--- config.mk ---
export PLATFORM = sky130hd
export DESIGN_NAME = sensor_to_dual_servo_duty
export DESIGN_NICKNAME = d
export VERILOG_FILES = /design/src/rtl/stdsd_pkg.sv /design/src/rtl/sensor_to_dual_servo_duty.sv /design/src/rtl/stdsd_dp.sv /design/src/rtl/stdsd_ctrl.sv
export SDC_FILE = /design/constraint.sdc
export NUM_CORES = 1
export LEC_CHECK = 0
export BUFFER_PORTS_ARGS = -buffer_cell sky130_fd_sc_hd__buf_2
export CAP_MARGIN = 10
export CORE_MARGIN = 2
export CORE_UTILIZATION = 50
export DETAILED_ROUTE_END_ITERATION = 6
export PLACE_DENSITY = 0.69
export SLEW_MARGIN = 20
export SYNTH_ARGS = -nofsm -noshare
export SYNTH_HDL_FRONTEND = slang
export SYNTH_SLANG_ARGS = --single-unit
--- constraint.sdc ---
create_clock -name clk -period 6.6 [get_ports clk]
set_input_delay 0.66 -clock clk [delete_from_list [all_inputs] [get_ports clk]]
set_output_delay 0.66 -clock clk [all_outputs]
set_load 0.01 [all_outputs]
--- src/rtl/stdsd_pkg.sv ---
package stdsd_pkg;

  localparam int OFFSET_W    = 10;
  localparam int SPAN_W      = 10;
  localparam int STEPS_W     = 8;
  localparam int DUTY_W      = 16;
  localparam int DSTEP_W     = 8;
  localparam int ANGLE_W     = 8;
  localparam int CFG_DATA_W  = 16;
  localparam int CFG_IDX_W   = 3;
  localparam int KIND_W      = 2;
  localparam int OUT_TDATA_W = 40;

  localparam logic [OFFSET_W-1:0] OFFSET_RST    = 10'd400;
  localparam logic [SPAN_W-1:0]   SPAN_RST      = 10'd400;
  localparam logic [STEPS_W-1:0]  MAX_STEPS_RST = 8'd60;
  localparam logic [DUTY_W-1:0]   DUTY_MIN_RST  = 16'd700;
  localparam logic [DSTEP_W-1:0]  DUTY_STEP_RST = 8'd12;

  typedef enum logic [KIND_W-1:0] {
    KIND_TICK    = 2'd0,
    KIND_SAMPLE  = 2'd1,
    KIND_PRESS   = 2'd2,
    KIND_RELEASE = 2'd3
  } kind_t;

  typedef enum logic {
    RES_REQUEST = 1'b0,
    RES_SERVO   = 1'b1
  } res_kind_t;

  typedef enum logic [CFG_IDX_W-1:0] {
    REG_OFFSET    = 3'd0,
    REG_SPAN      = 3'd1,
    REG_MAX_STEPS = 3'd2,
    REG_DUTY_MIN  = 3'd3,
    REG_DUTY_STEP = 3'd4
  } reg_idx_t;

  typedef enum logic [3:0] {
    ST_IDLE,
    ST_AVG_LOAD,
    ST_OFFSET,
    ST_SCALE_LOAD,
    ST_SCALE_DIV,
    ST_CLAMP,
    ST_MULT,
    ST_SUM,
    ST_EMIT
  } state_t;

  typedef struct packed {
    logic      acc_en;
    logic      acc_clr;
    logic      avg_load;
    logic      div_step;
    logic      offset_calc;
    logic      scale_load;
    logic      clamp;
    logic      mult;
    logic      duty_sum;
    logic      out_load;
    res_kind_t out_kind;
  } dp_cmd_t;

  typedef struct packed {
    logic group_done;
  } dp_stat_t;

endpackage

--- src/rtl/sensor_to_dual_servo_duty.sv ---
// Sensor to dual servo duty generator.
// The input stream carries one event per word: in_tuser holds the kind (tick,
// converter sample, button press, button release) and in_tdata the sample.
// A press toggles run mode once armed; while running, a tick yields a conversion
// request word and every AVERAGE_COUNT samples yield a servo setting word.
// On the output stream out_tuser is 0 for a request and 1 for a servo
// setting; out_tdata carries the angle step and both duty compare values.
// A request passes through the emit state into the output register once its
// tick is accepted. A servo setting passes from the completing sample through
// the average, offset, scale load, divide, clamp, multiply, sum and emit
// states; the divider scaling by span retires two quotient bits per cycle.
// Other events keep in_tready high; it drops while a result is produced.
// The output word sits in a register, so the next event is taken while it
// waits; if the receiver stalls with a new result ready, the block holds
// that result and stops taking events until the register frees.
// Reset (rst_n low at a clock edge) stops run mode, disarms the button,
// clears the running sum and restores the register defaults.
module sensor_to_dual_servo_duty #(
  parameter int AVERAGE_COUNT = 5,
  parameter int SAMPLE_BITS   = 10
) (
  input  logic                                   clk,
  input  logic                                   rst_n,
  input  logic                                   in_tvalid,
  output logic                                   in_tready,
  input  logic [((SAMPLE_BITS + 7) / 8) * 8-1:0] in_tdata,  // sample
  input  logic [stdsd_pkg::KIND_W-1:0]           in_tuser,  // kind
  output logic                                   out_tvalid,
  input  logic                                   out_tready,
  // angle[7:0], duty_first[23:8], duty_second[39:24]
  output logic [stdsd_pkg::OUT_TDATA_W-1:0]      out_tdata,
  output logic                                   out_tuser, // result_kind
  input  logic                                   cfg_we,
  input  logic [stdsd_pkg::CFG_IDX_W-1:0]        cfg_index,
  input  logic [stdsd_pkg::CFG_DATA_W-1:0]       cfg_wdata
);

  stdsd_pkg::dp_cmd_t  cmd;
  stdsd_pkg::dp_stat_t stat;

  logic                             res_kind;
  logic [stdsd_pkg::ANGLE_W-1:0]    angle;
  logic [stdsd_pkg::DUTY_W-1:0]     duty_first;
  logic [stdsd_pkg::DUTY_W-1:0]     duty_second;

  stdsd_ctrl #(
    .SAMPLE_BITS (SAMPLE_BITS)
  ) u_ctrl (
    .clk       (clk),
    .rst_n     (rst_n),
    .in_valid  (in_tvalid),
    .in_kind   (stdsd_pkg::kind_t'(in_tuser)),
    .in_ready  (in_tready),
    .out_valid (out_tvalid),
    .out_ready (out_tready),
    .cmd       (cmd),
    .stat      (stat)
  );

  stdsd_dp #(
    .AVERAGE_COUNT (AVERAGE_COUNT),
    .SAMPLE_BITS   (SAMPLE_BITS)
  ) u_dp (
    .clk             (clk),
    .rst_n           (rst_n),
    .cfg_we          (cfg_we),
    .cfg_index       (cfg_index),
    .cfg_wdata       (cfg_wdata),
    .sample          (in_tdata[SAMPLE_BITS-1:0]),
    .cmd             (cmd),
    .stat            (stat),
    .out_kind        (res_kind),
    .out_angle       (angle),
    .out_duty_first  (duty_first),
    .out_duty_second (duty_second)
  );

  assign out_tuser = res_kind;
  assign out_tdata = {duty_second, duty_first, angle};

endmodule

--- src/rtl/stdsd_dp.sv ---
module stdsd_dp #(
  parameter int AVERAGE_COUNT = 5,
  parameter int SAMPLE_BITS   = 10
) (
  input  logic                                   clk,
  input  logic                                   rst_n,
  input  logic                                   cfg_we,
  input  logic [stdsd_pkg::CFG_IDX_W-1:0]        cfg_index,
  input  logic [stdsd_pkg::CFG_DATA_W-1:0]       cfg_wdata,
  input  logic [SAMPLE_BITS-1:0]                 sample,
  input  stdsd_pkg::dp_cmd_t                     cmd,
  output stdsd_pkg::dp_stat_t                    stat,
  output logic                                   out_kind,
  output logic [stdsd_pkg::ANGLE_W-1:0]          out_angle,
  output logic [stdsd_pkg::DUTY_W-1:0]           out_duty_first,
  output logic [stdsd_pkg::DUTY_W-1:0]           out_duty_second
);

  localparam int SUM_W  = $clog2(AVERAGE_COUNT * ((1 << SAMPLE_BITS) - 1) + 1);
  localparam int CNT_W  = (AVERAGE_COUNT > 1) ? $clog2(AVERAGE_COUNT) : 1;
  localparam int PROD_W = SAMPLE_BITS + stdsd_pkg::STEPS_W;
  localparam int QW     = 2 * ((PROD_W + 1) / 2);
  localparam int DIVW   = stdsd_pkg::SPAN_W;
  localparam int REM_W  = DIVW + 1;
  localparam int CMP_W  = (SAMPLE_BITS > stdsd_pkg::OFFSET_W) ? SAMPLE_BITS
                                                              : stdsd_pkg::OFFSET_W;
  localparam int AW     = stdsd_pkg::ANGLE_W;
  localparam int DW     = stdsd_pkg::DUTY_W;

  // The group average is a multiply by a rounded-up reciprocal; with this
  // shift it is exact for every sum the accumulator can hold.
  localparam int RECIP_SH = SUM_W + $clog2(AVERAGE_COUNT);
  localparam int RECIP_W  = RECIP_SH + 1;
  localparam int PRODA_W  = SUM_W + RECIP_W;
  localparam logic [RECIP_W-1:0] RECIP_M =
    RECIP_W'(((1 << RECIP_SH) + AVERAGE_COUNT - 1) / AVERAGE_COUNT);

  logic [stdsd_pkg::OFFSET_W-1:0] offset_r;
  logic [stdsd_pkg::SPAN_W-1:0]   span_r;
  logic [stdsd_pkg::STEPS_W-1:0]  max_steps_r;
  logic [DW-1:0]                  duty_min_r;
  logic [stdsd_pkg::DSTEP_W-1:0]  duty_step_r;

  logic [SUM_W-1:0]       sum_r, sum_nxt;
  logic [CNT_W-1:0]       cnt_r, cnt_nxt;
  logic [SAMPLE_BITS-1:0] avg_r, avg_nxt;
  logic [QW-1:0]          dvd_r, dvd_nxt;
  logic [REM_W-1:0]       rem_r, rem_nxt;
  logic [DIVW-1:0]        dvs_r, dvs_nxt;
  logic [SAMPLE_BITS-1:0] d_r, d_nxt;
  logic [AW-1:0]          angle_r, angle_nxt;
  logic [DW-1:0]          prod1_r, prod2_r;
  logic [DW-1:0]          duty1_r, duty2_r;
  logic                   out_kind_r;
  logic [AW-1:0]          out_angle_r;
  logic [DW-1:0]          out_duty1_r, out_duty2_r;

  logic [AW-1:0]          top;
  logic [PRODA_W-1:0]     avg_prod;
  logic [CMP_W-1:0]       avg_ext, off_ext;
  logic [DW:0]            sum1, sum2;

  // Configuration registers.
  always_ff @(posedge clk) begin
    if (!rst_n) begin
      offset_r    <= stdsd_pkg::OFFSET_RST;
      span_r      <= stdsd_pkg::SPAN_RST;
      max_steps_r <= stdsd_pkg::MAX_STEPS_RST;
      duty_min_r  <= stdsd_pkg::DUTY_MIN_RST;
      duty_step_r <= stdsd_pkg::DUTY_STEP_RST;
    end else if (cfg_we) begin
      unique case (cfg_index)
        stdsd_pkg::REG_OFFSET:    offset_r    <= cfg_wdata[stdsd_pkg::OFFSET_W-1:0];
        stdsd_pkg::REG_SPAN:      span_r      <= cfg_wdata[stdsd_pkg::SPAN_W-1:0];
        stdsd_pkg::REG_MAX_STEPS: max_steps_r <= cfg_wdata[stdsd_pkg::STEPS_W-1:0];
        stdsd_pkg::REG_DUTY_MIN:  duty_min_r  <= cfg_wdata[DW-1:0];
        stdsd_pkg::REG_DUTY_STEP: duty_step_r <= cfg_wdata[stdsd_pkg::DSTEP_W-1:0];
        default: ;
      endcase
    end
  end

  assign stat.group_done = (cnt_r == CNT_W'(AVERAGE_COUNT - 1));
  assign top = (max_steps_r == '0) ? '0 : max_steps_r - AW'(1);

  // Sample accumulator.
  always_comb begin
    sum_nxt = sum_r;
    cnt_nxt = cnt_r;
    if (cmd.acc_clr || cmd.avg_load) begin
      sum_nxt = '0;
      cnt_nxt = '0;
    end else if (cmd.acc_en) begin
      sum_nxt = sum_r + SUM_W'(sample);
      cnt_nxt = cnt_r + CNT_W'(1);
    end
  end

  assign avg_prod = PRODA_W'(sum_r) * PRODA_W'(RECIP_M);

  always_comb begin
    avg_nxt = avg_r;
    if (cmd.avg_load) begin
      avg_nxt = avg_prod[RECIP_SH +: SAMPLE_BITS];
    end
  end

  // Restoring divider for the scaling by span, two quotient bits per step.
  // The quotient shifts into the low end of the dividend register.
  always_comb begin
    logic [QW-1:0]    q;
    logic [REM_W-1:0] r;
    q = dvd_r;
    r = rem_r;
    dvd_nxt = dvd_r;
    rem_nxt = rem_r;
    dvs_nxt = dvs_r;
    if (cmd.scale_load) begin
      dvd_nxt = QW'(d_r * max_steps_r);
      rem_nxt = '0;
      dvs_nxt = span_r;
    end else if (cmd.div_step) begin
      for (int k = 0; k < 2; k++) begin
        r = {r[REM_W-2:0], q[QW-1]};
        q = {q[QW-2:0], 1'b0};
        if (r >= {1'b0, dvs_r}) begin
          r    = r - {1'b0, dvs_r};
          q[0] = 1'b1;
        end
      end
      dvd_nxt = q;
      rem_nxt = r;
    end
  end

  assign avg_ext = CMP_W'(avg_r);
  assign off_ext = CMP_W'(offset_r);

  always_comb begin
    d_nxt = d_r;
    if (cmd.offset_calc) begin
      d_nxt = (avg_ext > off_ext) ? SAMPLE_BITS'(avg_ext - off_ext) : '0;
    end
  end

  // A zero span maps any positive deviation to the last step.
  always_comb begin
    angle_nxt = angle_r;
    if (cmd.clamp) begin
      if (span_r == '0) begin
        angle_nxt = (d_r != '0) ? top : '0;
      end else if (dvd_r > QW'(top)) begin
        angle_nxt = top;
      end else begin
        angle_nxt = dvd_r[AW-1:0];
      end
    end
  end

  assign sum1 = (DW + 1)'(duty_min_r) + (DW + 1)'(prod1_r);
  assign sum2 = (DW + 1)'(duty_min_r) + (DW + 1)'(prod2_r);

  always_ff @(posedge clk) begin
    if (!rst_n) begin
      sum_r <= '0;
      cnt_r <= '0;
    end else begin
      sum_r <= sum_nxt;
      cnt_r <= cnt_nxt;
    end
  end

  always_ff @(posedge clk) begin
    avg_r   <= avg_nxt;
    dvd_r   <= dvd_nxt;
    rem_r   <= rem_nxt;
    dvs_r   <= dvs_nxt;
    d_r     <= d_nxt;
    angle_r <= angle_nxt;
    if (cmd.mult) begin
      prod1_r <= (DW'(angle_r) + DW'(1)) * DW'(duty_step_r);
      prod2_r <= (DW'(top - angle_r) + DW'(1)) * DW'(duty_step_r);
    end
    if (cmd.duty_sum) begin
      duty1_r <= sum1[DW] ? {DW{1'b1}} : sum1[DW-1:0];
      duty2_r <= sum2[DW] ? {DW{1'b1}} : sum2[DW-1:0];
    end
    if (cmd.out_load) begin
      out_kind_r <= cmd.out_kind;
      if (cmd.out_kind == stdsd_pkg::RES_REQUEST) begin
        out_angle_r <= '0;
        out_duty1_r <= '0;
        out_duty2_r <= '0;
      end else begin
        out_angle_r <= angle_r;
        out_duty1_r <= duty1_r;
        out_duty2_r <= duty2_r;
      end
    end
  end

  assign out_kind        = out_kind_r;
  assign out_angle       = out_angle_r;
  assign out_duty_first  = out_duty1_r;
  assign out_duty_second = out_duty2_r;

endmodule

--- src/rtl/stdsd_ctrl.sv ---
module stdsd_ctrl #(
  parameter int SAMPLE_BITS = 10
) (
  input  logic                clk,
  input  logic                rst_n,
  input  logic                in_valid,
  input  stdsd_pkg::kind_t    in_kind,
  output logic                in_ready,
  output logic                out_valid,
  input  logic                out_ready,
  output stdsd_pkg::dp_cmd_t  cmd,
  input  stdsd_pkg::dp_stat_t stat
);

  localparam int DIV_STEPS = (SAMPLE_BITS + stdsd_pkg::STEPS_W + 1) / 2;
  localparam int IT_W      = (DIV_STEPS > 1) ? $clog2(DIV_STEPS) : 1;

  stdsd_pkg::state_t    state_r, state_nxt;
  logic                 running_r, running_nxt;
  logic                 armed_r, armed_nxt;
  logic                 await_r, await_nxt;
  logic                 out_valid_r, out_valid_nxt;
  stdsd_pkg::res_kind_t emit_kind_r, emit_kind_nxt;
  logic [IT_W-1:0]      iter_r, iter_nxt;

  logic in_acc;
  logic out_free;
  logic div_last;

  assign in_ready  = (state_r == stdsd_pkg::ST_IDLE);
  assign in_acc    = in_valid && in_ready;
  assign out_free  = !out_valid_r || out_ready;
  assign div_last  = (iter_r == IT_W'(DIV_STEPS - 1));
  assign out_valid = out_valid_r;

  always_comb begin
    state_nxt = state_r;
    unique case (state_r)
      stdsd_pkg::ST_IDLE: begin
        if (in_acc) begin
          case (in_kind)
            stdsd_pkg::KIND_TICK:
              if (running_r) state_nxt = stdsd_pkg::ST_EMIT;
            stdsd_pkg::KIND_SAMPLE:
              if (running_r && stat.group_done) state_nxt = stdsd_pkg::ST_AVG_LOAD;
            default: ;
          endcase
        end
      end
      stdsd_pkg::ST_AVG_LOAD:   state_nxt = stdsd_pkg::ST_OFFSET;
      stdsd_pkg::ST_OFFSET:     state_nxt = stdsd_pkg::ST_SCALE_LOAD;
      stdsd_pkg::ST_SCALE_LOAD: state_nxt = stdsd_pkg::ST_SCALE_DIV;
      stdsd_pkg::ST_SCALE_DIV:  if (div_last) state_nxt = stdsd_pkg::ST_CLAMP;
      stdsd_pkg::ST_CLAMP:      state_nxt = stdsd_pkg::ST_MULT;
      stdsd_pkg::ST_MULT:       state_nxt = stdsd_pkg::ST_SUM;
      stdsd_pkg::ST_SUM:        state_nxt = stdsd_pkg::ST_EMIT;
      stdsd_pkg::ST_EMIT:       if (out_free) state_nxt = stdsd_pkg::ST_IDLE;
      default:                  state_nxt = stdsd_pkg::ST_IDLE;
    endcase
  end

  always_comb begin
    cmd           = '0;
    cmd.out_kind  = emit_kind_r;
    running_nxt   = running_r;
    armed_nxt     = armed_r;
    await_nxt     = await_r;
    emit_kind_nxt = emit_kind_r;
    iter_nxt      = iter_r;
    out_valid_nxt = out_ready ? 1'b0 : out_valid_r;
    unique case (state_r)
      stdsd_pkg::ST_IDLE: begin
        if (in_acc) begin
          case (in_kind)
            stdsd_pkg::KIND_TICK: begin
              armed_nxt     = 1'b1;
              emit_kind_nxt = stdsd_pkg::RES_REQUEST;
            end
            stdsd_pkg::KIND_SAMPLE: begin
              cmd.acc_en    = running_r;
              emit_kind_nxt = stdsd_pkg::RES_SERVO;
            end
            stdsd_pkg::KIND_PRESS: begin
              if (armed_r && !await_r) begin
                running_nxt = !running_r;
                cmd.acc_clr = running_r;
                await_nxt   = 1'b1;
                armed_nxt   = 1'b0;
              end
            end
            stdsd_pkg::KIND_RELEASE: begin
              if (armed_r && await_r) begin
                await_nxt = 1'b0;
                armed_nxt = 1'b0;
              end
            end
            default: ;
          endcase
        end
      end
      stdsd_pkg::ST_AVG_LOAD: cmd.avg_load = 1'b1;
      stdsd_pkg::ST_SCALE_DIV: begin
        cmd.div_step = 1'b1;
        iter_nxt     = iter_r + IT_W'(1);
      end
      stdsd_pkg::ST_OFFSET:  cmd.offset_calc = 1'b1;
      stdsd_pkg::ST_SCALE_LOAD: begin
        cmd.scale_load = 1'b1;
        iter_nxt       = '0;
      end
      stdsd_pkg::ST_CLAMP:   cmd.clamp    = 1'b1;
      stdsd_pkg::ST_MULT:    cmd.mult     = 1'b1;
      stdsd_pkg::ST_SUM:     cmd.duty_sum = 1'b1;
      stdsd_pkg::ST_EMIT: begin
        if (out_free) begin
          cmd.out_load  = 1'b1;
          out_valid_nxt = 1'b1;
        end
      end
      default: ;
    endcase
  end

  always_ff @(posedge clk) begin
    if (!rst_n) begin
      state_r     <= stdsd_pkg::ST_IDLE;
      running_r   <= 1'b0;
      armed_r     <= 1'b0;
      await_r     <= 1'b0;
      out_valid_r <= 1'b0;
      emit_kind_r <= stdsd_pkg::RES_REQUEST;
      iter_r      <= '0;
    end else begin
      state_r     <= state_nxt;
      running_r   <= running_nxt;
      armed_r     <= armed_nxt;
      await_r     <= await_nxt;
      out_valid_r <= out_valid_nxt;
      emit_kind_r <= emit_kind_nxt;
      iter_r      <= iter_nxt;
    end
  end

endmodule
Word level (Yosys, flattened, before mapping)
Index checks and enable logic that the tools add are counted.
W data, S select, Z words.

operators by class
  reductions and logical operators = 31
  bitwise gates (word level) = 1
  equality and inequality tests = 25
  multiplexer cells = 43
  multiply operators = 4
  magnitude comparators = 4
  $add $sub $neg = 12

operator list
  operator                  number
  $mux W10                  4
  $mux W18                  2
  $pmux W4 S9               1
  $add A16 B16 Y17          2
  $mul A16 B8 Y16           2
  $mux W8                   4
  $sub A10 B10 Y10          3
  $mul A13 B12 Y24 const B  1
  $ge A11 B10 Y1            2
  $mux W1                   20
  $mux W4                   5
  $gt A18 B8 Y1             1
  $mul A10 B8 Y18           1
  $add A16 B1 Y16 const B   1
  $eq A4 B3 Y1 const B      4
  $pmux W4 S2               2
  $add A13 B10 Y13          1
  $gt A10 B10 Y1            1
  $logic_not A10 Y1         1
  $reduce_and A2 Y1         5
  $reduce_and A5 Y1         2
  $reduce_bool A10 Y1       1
  $add A8 B1 Y9 const B     1
  $ne A3 B3 Y1 const B      3
  31 further kinds          50

word-level totals
  flip-flop bits (word level) = 252
  output and inout port bits = 43

Logic depth before layout (Yosys ltp)
Gate-level depths: netlist (run 1).

  word-level depth = 8
  gate-level depth with buffers = 31
  gate-level depth less buffers = 29

By module
A second synthesis (run 1) with hierarchy kept.

unflattened totals
  cells, all modules = 2464
  area total of the unflattened synthesis = 23443.7 sq um

by module, submodules not included
  module      area each (sq um)  cells an instance  times used
  stdsd_dp    22708.0            2378               1
  stdsd_ctrl  735.7              86                 1

Least setup slack after synthesis (run 1)
OpenSTA, ideal clock, no wires.

  path type = register to register
  start point = reg u_dp.max_steps_r[3] (netlist name)
  end point = reg u_dp.prod2_r[15], data pin
  period minus slack after synthesis = 7.198 ns
  data required time = 6.332 ns
  path slack = -0.598 ns
  library setup time = 0.268 ns
  arrival = 6.930 ns
  cell stages (with the launch flop) = 30
  cell sequence = dfxtp_1 -> clkbuf_1 -> nor4_1 -> and3_1 -> clkbuf_1 -> or2_2 -> ha_1 -> inv_1 -> fa_1 -> a211oi_1 -> nor2_1 -> xor2_1 -> nand4bb_1 -> nor3_1 -> xnor2_1 -> nand2_1 -> fa_1 -> inv_1 -> fa_1 -> fa_1 -> inv_1 -> fa_1 -> inv_1 -> ha_1 -> and3_1 -> a21oi_1 -> o21ai_0 -> o41ai_1 -> xnor2_1 -> xnor3_1

between the ends
  longest elaborated chain between the ends = 5

ends and longest elaborated chain
  element                                            line             source
  start: declaration                                 stdsd_dp.sv:40   logic [stdsd_pkg::STEPS_W-1:0] max_steps_r;
  start signal: assignment                           stdsd_dp.sv:68   max_steps_r <= stdsd_pkg::MAX_STEPS_RST;
  start signal: assignment                           stdsd_dp.sv:75   stdsd_pkg::REG_MAX_STEPS: max_steps_r <= cfg_wdata[stdsd_pkg::STEPS_W-1:0];
  $sub A8 B1 Y8 or $logic_not A8 Y1 (tied branches)  stdsd_dp.sv:84   assign top = (max_steps_r == '0) ? '0 : max_steps_r - AW'(1);
  $mux W8 *                                          stdsd_dp.sv:84
  $sub A8 B8 Y9 *                                    stdsd_dp.sv:182  prod2_r <= (DW'(top - angle_r) + DW'(1)) * DW'(duty_step_r);
  $add A16 B1 Y16 *                                  stdsd_dp.sv:182
  $mul A16 B8 Y16 *                                  stdsd_dp.sv:182
  end signal: assignment                             stdsd_dp.sv:182
  end: declaration                                   stdsd_dp.sv:52   logic [DW-1:0] prod1_r, prod2_r;

Mark *: on every way between the ends. The rest lies on a longest branch, timed or not.
A chain may end at the register's enable or synchronous reset.

Final worst setup path (run 1)
  start point = reg u_dp.max_steps_r[6] (netlist name)
  end point = reg u_dp.prod2_r[15], data pin

The elaborated chain is that of the path after synthesis.

==> results by group, run 1 <==
CTS
  – CTS H-tree depth: 1
  – Clock-pin slew on the worst setup and hold paths: roughly 0.07 ns
  – Longest Clk Path Bufs: 3
  – Clock sink count: roughly 250
  – CTS Root Cell: clkbuf_16
  – Clock latency on the worst-skew pair: roughly 0.59 ns
  – CTS tree: built
  – CTS Buf Count: 29

Synthesis
  – FFs w/ async S/R, synth: 0
  – Top-count cell post-synth: inv_1
  – Number of flops mapped to enable cells by yosys: 161
  – Synth warn: 0
  – Predominant post-synthesis flop cell: edfxtp_1
  – Synth top area share: 0.207
  – Synthesized Nets: about 3000
  – Gate Count Post-Synth: roughly 2500
  – Mapped Area: ~23000 sq um
  – #FFs+latches synth: around 250
  – Main area contributors after synthesis: edfxtp_1 (21%), fa_1 (17%), ha_1 (15%)
  – Netlist cell types: ~70
  – Synthesized area per cell: around 9.5 sq um
  – Top post-synthesis cells by count: inv_1 (350), nand2_1 (335), ha_1 (279), fa_1 (199), and2_1 (162)
  – Post-synth top area cell: edfxtp_1
  – Register area share after synthesis: 0.284

STA
  – Final setup fails: 1
  – Worst clock skew: roughly 0.021 ns
  – Slew Limit Fails: 0
  – Hold Vio Cnt, Final: 0
  – Period minus WS final: 6.74 ns
  – RSZ-0062 raised after global routing: true
  – Setup ws final: -0.139 ns
  – Period Utilization, post-route: 1.02
  – Slew HR: 0.274
  – Setup TNS: -0.139 ns
  – Worst-Margin Slew: roughly 1.1 ns
  – Highest clock rate: 148 MHz
  – Hold_ws: roughly 0.33 ns

Global route
  – M1 GR Usage: 0.299
  – GRT Residual Overflow: 0
  – Largest net degree at the start of global routing: 63
  – Global Route Usage Sum: 0.224
  – First-pass GRT wire length: a little under 90 mm
  – Most used routing layer in global routing: met2
  – Met3 GRT Util: 0.0271
  – GR Layer Usage met2: 0.384
  – Initial antenna violation count: 4
  – Number of global-route vias before repair: between 15000 and 20000

Detailed routing
  – Remaining DRCs: 0
  – Final wirelength: roughly 53 mm
  – DR vias/cell: approximately 5.3
  – Drt wl/cell: 16.3 um
  – Remaining antenna violation count after routing: 0
  – Pre-antenna DRT Iters: 5
  – Iteration-0 DRC Markers: between 900 and 1000
  – Vias: between 15000 and 20000

Status
  – Status: complete, but fails checks
  – Failing checks: negative setup slack

Finish
  – Util after Layout: 0.576
  – Area Overhead vs Synth: 14.0%
  – Nets: between 3000 and 4000
  – Register area: 6660 sq um
  – Fillers: approximately 3900
  – ANT cells: 0
  – Area of the multi-input gates: around 16000 sq um
  – Layout cells sized above 1: 0.129
  – Final instance area: around 27000 sq um

Setup path
  – Cell mode on critical path: fa_1
  – Critical R2R Capture: u_dp.prod2_r[15]$_DFFE_PN_
  – Max Fanout on Critical Path: 5
  – Worst Path Required: 6.94 ns
  – Max incr delay on CP: ~0.51 ns
  – Startpoint types: register
  – Reg2Reg Setup Slack: -0.14 ns
  – Crit end category: register
  – WS Path Type: reg -> reg
  – RR Startpoint: u_dp.max_steps_r[6]$_SDFFE_PN0P_
  – Crit-path leading delay family: adder cells
  – R2R cell count: 28
  – Slowest CP cell: fa_1
  – CP Buf/Inv Count: 5
  – Data arrival time of the critical path: 7.07 ns

Run
  – Max-capacitance violation count: 0

Floorplan
  – Die X: 220 um
  – Io pins: 85
  – Die Area: approximately 49000 sq um
  – Vert. Die Dim: about 220 um
  – Core area: roughly 46000 sq um
  – Starting Density: 0.505
  – Std cell rows: slightly below 80

Pwr
  – Peak supply drop: around 0.0002 V
  – Design Power: 5170 uW
  – Pwr dens: 194 nW/um^2
  – Lkg Pwr: 0.0127 uW

Hold path
  – Hold Crit Class: in -> reg
  – Hold endpoint: u_dp.duty_min_r[11]$_SDFFE_PN0P_
  – Min-delay src: cfg_wdata[11]
  – Hold path depth: 3

Placed design
  – Detailed Place HPWL: between 40 and 50 mm
  – Placed inst area: 25400 sq um
  – RePlAce Congestion: between 0.8 and 0.9
  – IO Port Bufs: 78
## worst max-delay path by stage
stage	slack (ns)	start	endpoint	cells after the start
6_report	-0.14	u_dp.max_steps_r[6]$_SDFFE_PN0P_	u_dp.prod2_r[15]$_DFFE_PN_	28
5_1_grt	-0.40	u_dp.max_steps_r[6]$_SDFFE_PN0P_	u_dp.prod2_r[15]$_DFFE_PN_	26
4_1_cts	-0.15	u_dp.max_steps_r[3]$_SDFFE_PN1P_	u_dp.prod2_r[15]$_DFFE_PN_	26
3_3_place_gp	-0.27	u_dp.max_steps_r[6]$_SDFFE_PN0P_	u_dp.prod2_r[15]$_DFFE_PN_	27
2_1_floorplan	-0.04	u_dp.max_steps_r[0]$_SDFFE_PN0P_	u_dp.prod2_r[15]$_DFFE_PN_	30
3_5_place_dp	-0.40	u_dp.max_steps_r[6]$_SDFFE_PN0P_	u_dp.prod2_r[15]$_DFFE_PN_	27
## metrics by stage
| step | setup slack, ns | instances |
|---|---|---|
| final | -0.139 | 3250 |
| after global routing | -0.402 | 3250 |
| after CTS | -0.148 | 3247 |
| after detailed placement | -0.399 | 3184 |
| after global placement | -0.274 | 3184 |
| after floorplan | -0.0407 | 2472 |
## metal layers
metal | routed length [um] | vias to the layer above
met1 | 23600 | 8411
li1 | - | 8473
met2 | 25400 | 353
met3 | 2640 | 92
met5 | 50 | -
met4 | 1440 | 8
## flip-flops by register name, summed over array words and instances, names as in the netlist, 8 cells and up
register and count:
u_dp.angle_r 8, u_dp.avg_ext 10, u_dp.d_r 10, u_dp.duty1_r 16
u_dp.duty2_r 16, u_dp.duty_min_r 16, u_dp.duty_step_r 8, u_dp.dvd_r 18
u_dp.dvs_r 10, u_dp.max_steps_r 8, u_dp.off_ext 10, u_dp.out_angle 8
u_dp.out_duty_first 16, u_dp.out_duty_second 16, u_dp.prod1_r 16, u_dp.prod2_r 16
u_dp.rem_r 10, u_dp.span_r 10, u_dp.sum_r 13
## kinds of logic (layout without fill, tap and decap cells)
family / Yosys count / in the layout / share of synthesized area
AO/OA/AOI/OAI: 334 / 334 / 0.0935
adder cells (fa/ha/maj): 478 / 478 / 0.319
XOR/XNOR: 129 / 129 / 0.0489
AND/OR/NAND/NOR: 820 / 820 / 0.171
buffers and inverters: 427 / 598 / 0.0688
flip-flops: 252 / 252 / 0.284
multiplexers: 32 / 32 / 0.0144
## report_power, final
group	internal, uW	switching [uW]	leakage, uW
combinational	763	863	0.00998
sequential	1760	38.3	0.00222
clock	1050	694	0.000510
total	3570	1600	0.0127
## worst register-to-register path: cells and delay by family (launching register included)
| kind | cells | cell delay, ns |
|---|---|---|
| simple gates | 8 | 1.48 |
| flops | 1 | 0.34 |
| compound gates | 4 | 0.83 |
| buf+inv | 5 | 0.33 |
| fa+ha+maj | 7 | 2.67 |
| xor+xnor | 4 | 0.85 |
## layout by cell type (no fill, tap or decap), drive strengths merged, types with 45 or more instances in the layout
| cell type | Yosys | routed |
|---|---|---|
| ha | 279 | 279 |
| dfxtp | 91 | 91 |
| xnor2 | 88 | 88 |
| nor2 | 96 | 96 |
| nand2 | 335 | 335 |
| buf | 2 | 186 |
| and2 | 162 | 162 |
| o21ai | 75 | 75 |
| a21oi | 77 | 77 |
| fa | 199 | 199 |
| inv | 357 | 361 |
| a21boi | 45 | 45 |
| edfxtp | 161 | 161 |
## layout make-up
class,instances,area share
multi-input combinational,1793,0.586
sequential,252,0.250
inverter,358,0.0505
timing repair buffer,186,0.0458
clock buffer,38,0.0311
tap,607,0.0285
clock inverter,16,0.00811
## timing repair
item | CTS | global route
pin swaps | 20 | 30
hold buffers | 0 | 0
resized for setup | 20 | 17
buffers inserted | 9 | 3
setup endpoints to repair | 3 | 5
No activity file was read; power rests on OpenSTA's default activity.
==> inputs of run 2 (changes only) <==
--- a/config.mk
+++ b/config.mk
@@ -5,12 +5,13 @@
 export SDC_FILE = /design/constraint.sdc
 export NUM_CORES = 1
 export LEC_CHECK = 0
-export BUFFER_PORTS_ARGS = -buffer_cell sky130_fd_sc_hd__buf_2
 export CAP_MARGIN = 10
 export CORE_MARGIN = 2
 export CORE_UTILIZATION = 50
 export DETAILED_ROUTE_END_ITERATION = 6
-export PLACE_DENSITY = 0.69
+export DONT_BUFFER_PORTS = 1
+export HOLD_SLACK_MARGIN = 0.02
+export PLACE_DENSITY = 0.68
 export SLEW_MARGIN = 20
 export SYNTH_ARGS = -nofsm -noshare
 export SYNTH_HDL_FRONTEND = slang
==> results by group, run 2 (synthesis results as in run 1) <==
Status
  – Status: complete, but fails checks
  – Failing checks: negative setup slack

CTS
  – Clock sink count: 252
  – CTS tree: built
  – CTS H-tree depth: 1
  – CTS Root Cell: clkbuf_16
  – Longest Clk Path Bufs: 3
  – Hold buffers post-CTS: 0
  – Clock-pin slew on the worst setup and hold paths: 0.06 ns
  – CTS Buf Count: 29
  – Clock latency on the worst-skew pair: between 0.5 and 0.6 ns

STA
  – Slew HR: 0.335
  – Period minus WS final: between 6 and 7 ns
  – Period Utilization, post-route: 1.02
  – Final setup fails: 1
  – Slew Limit Fails: 0
  – Hold Vio Cnt, Final: 0
  – Setup ws final: -0.118 ns
  – Highest clock rate: 149 MHz
  – Worst clock skew: approximately 0.021 ns
  – Worst-Margin Slew: between 0.9 and 1 ns
  – RSZ-0062 raised after global routing: true

Floorplan
  – Starting Density: 0.505
  – Io pins: 85
  – Vert. Die Dim: roughly 220 um
  – Std cell rows: about 80
  – Die X: around 220 um
  – Core area: 46400 sq um
  – Die Area: 48600 sq um

Finish
  – Area Overhead vs Synth: 12.1%
  – Commonest non-fill, non-tap cell in the layout: inv_1
  – Max reg flops: 18
  – Layout cells sized above 1: 0.104
  – Nets: 3067
  – ANT cells: 0
  – Most frequent cells in the layout: inv_1 (339), nand2_1 (335), ha_1 (269)
  – Register with the most flip-flops: u_dp.dvd_r
  – Fillers: approximately 4000

Detailed routing
  – Iteration-0 DRC Markers: ~830
  – DR WL met3: ~2.8 mm
  – Met2 routed WL: 25.3 mm
  – Final wirelength: ~53 mm
  – Vias: approximately 17000
  – Remaining antenna violation count after routing: 0
  – DR vias/cell: between 5 and 6
  – Remaining DRCs: 0
  – Drt wl/cell: 16.6 um
  – DR top layer: met4
  – Met1 WL: approximately 23 mm
  – Pre-antenna DRT Iters: 5

Global route
  – Global Route Usage Sum: 0.221
  – First-pass GRT wire length: between 80 and 90 mm
  – Largest net degree at the start of global routing: 63
  – Initial antenna violation count: 0
  – Number of global-route vias before repair: approximately 17000
  – GRT Residual Overflow: 0

Setup path
  – Cell mode on critical path: fa_1
  – Data arrival time of the critical path: approximately 7.0 ns
  – Reg2Reg Setup Slack: -0.12 ns
  – Startpoint types: register
  – WS Path Type: reg -> reg
  – Max Fanout on Critical Path: 5
  – Crit-path leading delay family: adder cells
  – Crit end category: register
  – Worst Path Required: 6.90 ns
  – Slowest CP cell: fa_1
  – RR Startpoint: u_dp.max_steps_r[6]$_SDFFE_PN0P_
  – CP Buf/Inv Count: 5
  – Max incr delay on CP: around 0.50 ns
  – Worst Setup SP: u_dp.max_steps_r[6]$_SDFFE_PN0P_

Pwr
  – Net Sw Frac: 0.308
  – Pwr dens: ~190 nW/um^2
  – P_int: 3470 uW
  – Lkg Pwr: around 0.012 uW
  – Clock share of power: 0.328
  – Peak supply drop: about 0.00018 V
  – Design Power: 5010 uW
  – Comb pwr share: 0.310
  – Sw Pwr: approximately 1500 uW
  – Sequential fraction of design power: 0.362

Placed design
  – IO Port Bufs: 0
  – DP Worst Slack: -0.311 ns
  – RePlAce Congestion: 0.859
  – Detailed Place HPWL: between 40 and 50 mm

Hold path
  – Min-delay src: rst_n
  – Hold Crit Class: in -> reg

Run
  – Max-capacitance violation count: 0
[run 2: changes by cell type in the layout (fill, tap and decap cells not counted), sizes merged]
cell / delta
clkinvlp: -1
inv: -2
buf: -73
clkinv: +8
clkbuf: -5
[run 2: power groups by stage]
stage | Clock, uW | Sequential [uW] | Combinational (uW)
floorplan | 0 | 1830 | 1150
global placement | 0 | 1850 | 1460
detailed placement | 0 | 1850 | 1510
CTS | 1680 | 1820 | 1530
global route | 1740 | 1820 | 1750
finish | 1650 | 1810 | 1550
[run 2: final timing paths]
| path | end | cells after the start |
|---|---|---|
| max | u_dp.prod2_r[15]$_DFFE_PN_ | 28 |
| max reg2reg | u_dp.prod2_r[15]$_DFFE_PN_ | 28 |
| min | u_dp.duty_step_r[2]$_SDFFE_PN1P_ | 1 |
| min reg2reg | u_dp.off_ext[5]$_SDFFE_PN0P_ | 2 |
[run 2: repair_timing]
action,in CTS,in global routing
pin swaps,14,19
setup endpoints to repair,2,4
cloned,0,0
hold endpoints to repair,0,0
setup buffers,7,3
gates resized for setup,12,17
[run 2: stage by stage]
step | hold slack, ns | area [sq um] | utilization | cells | TNS [ns]
3_3_place_gp | 0.444 | 25000 | 0.540 | 3113 | -0.206
5_1_grt | 0.171 | 26200 | 0.566 | 3177 | -0.463
6_report | 0.195 | 26200 | 0.566 | 3177 | -0.118
3_5_place_dp | 0.451 | 25000 | 0.540 | 3113 | -0.352
4_1_cts | 0.165 | 26100 | 0.564 | 3174 | -0.0707
2_1_floorplan | 0.426 | 23800 | - | 2472 | -0.0407
[run 2: metal layers]
layer | up-vias | global-route usage
li1 | 8322 | -
met1 | 8247 | 0.284
met2 | 372 | 0.382
met3 | 105 | 0.0367
met4 | 0 | 0.0691
met5 | - | 0
[run 2: area by class of cell]
cell class	instances	area, sq um	area share
Inverter	358	1350	0.0514
Clock buffer	33	741	0.0282
Timing Repair Buffer	113	865	0.0330
Multi-Input combinational cell	1793	15600	0.596
Tap cell	607	759	0.0289
Sequential cell	252	6660	0.254
Clock inverter	21	234	0.00892
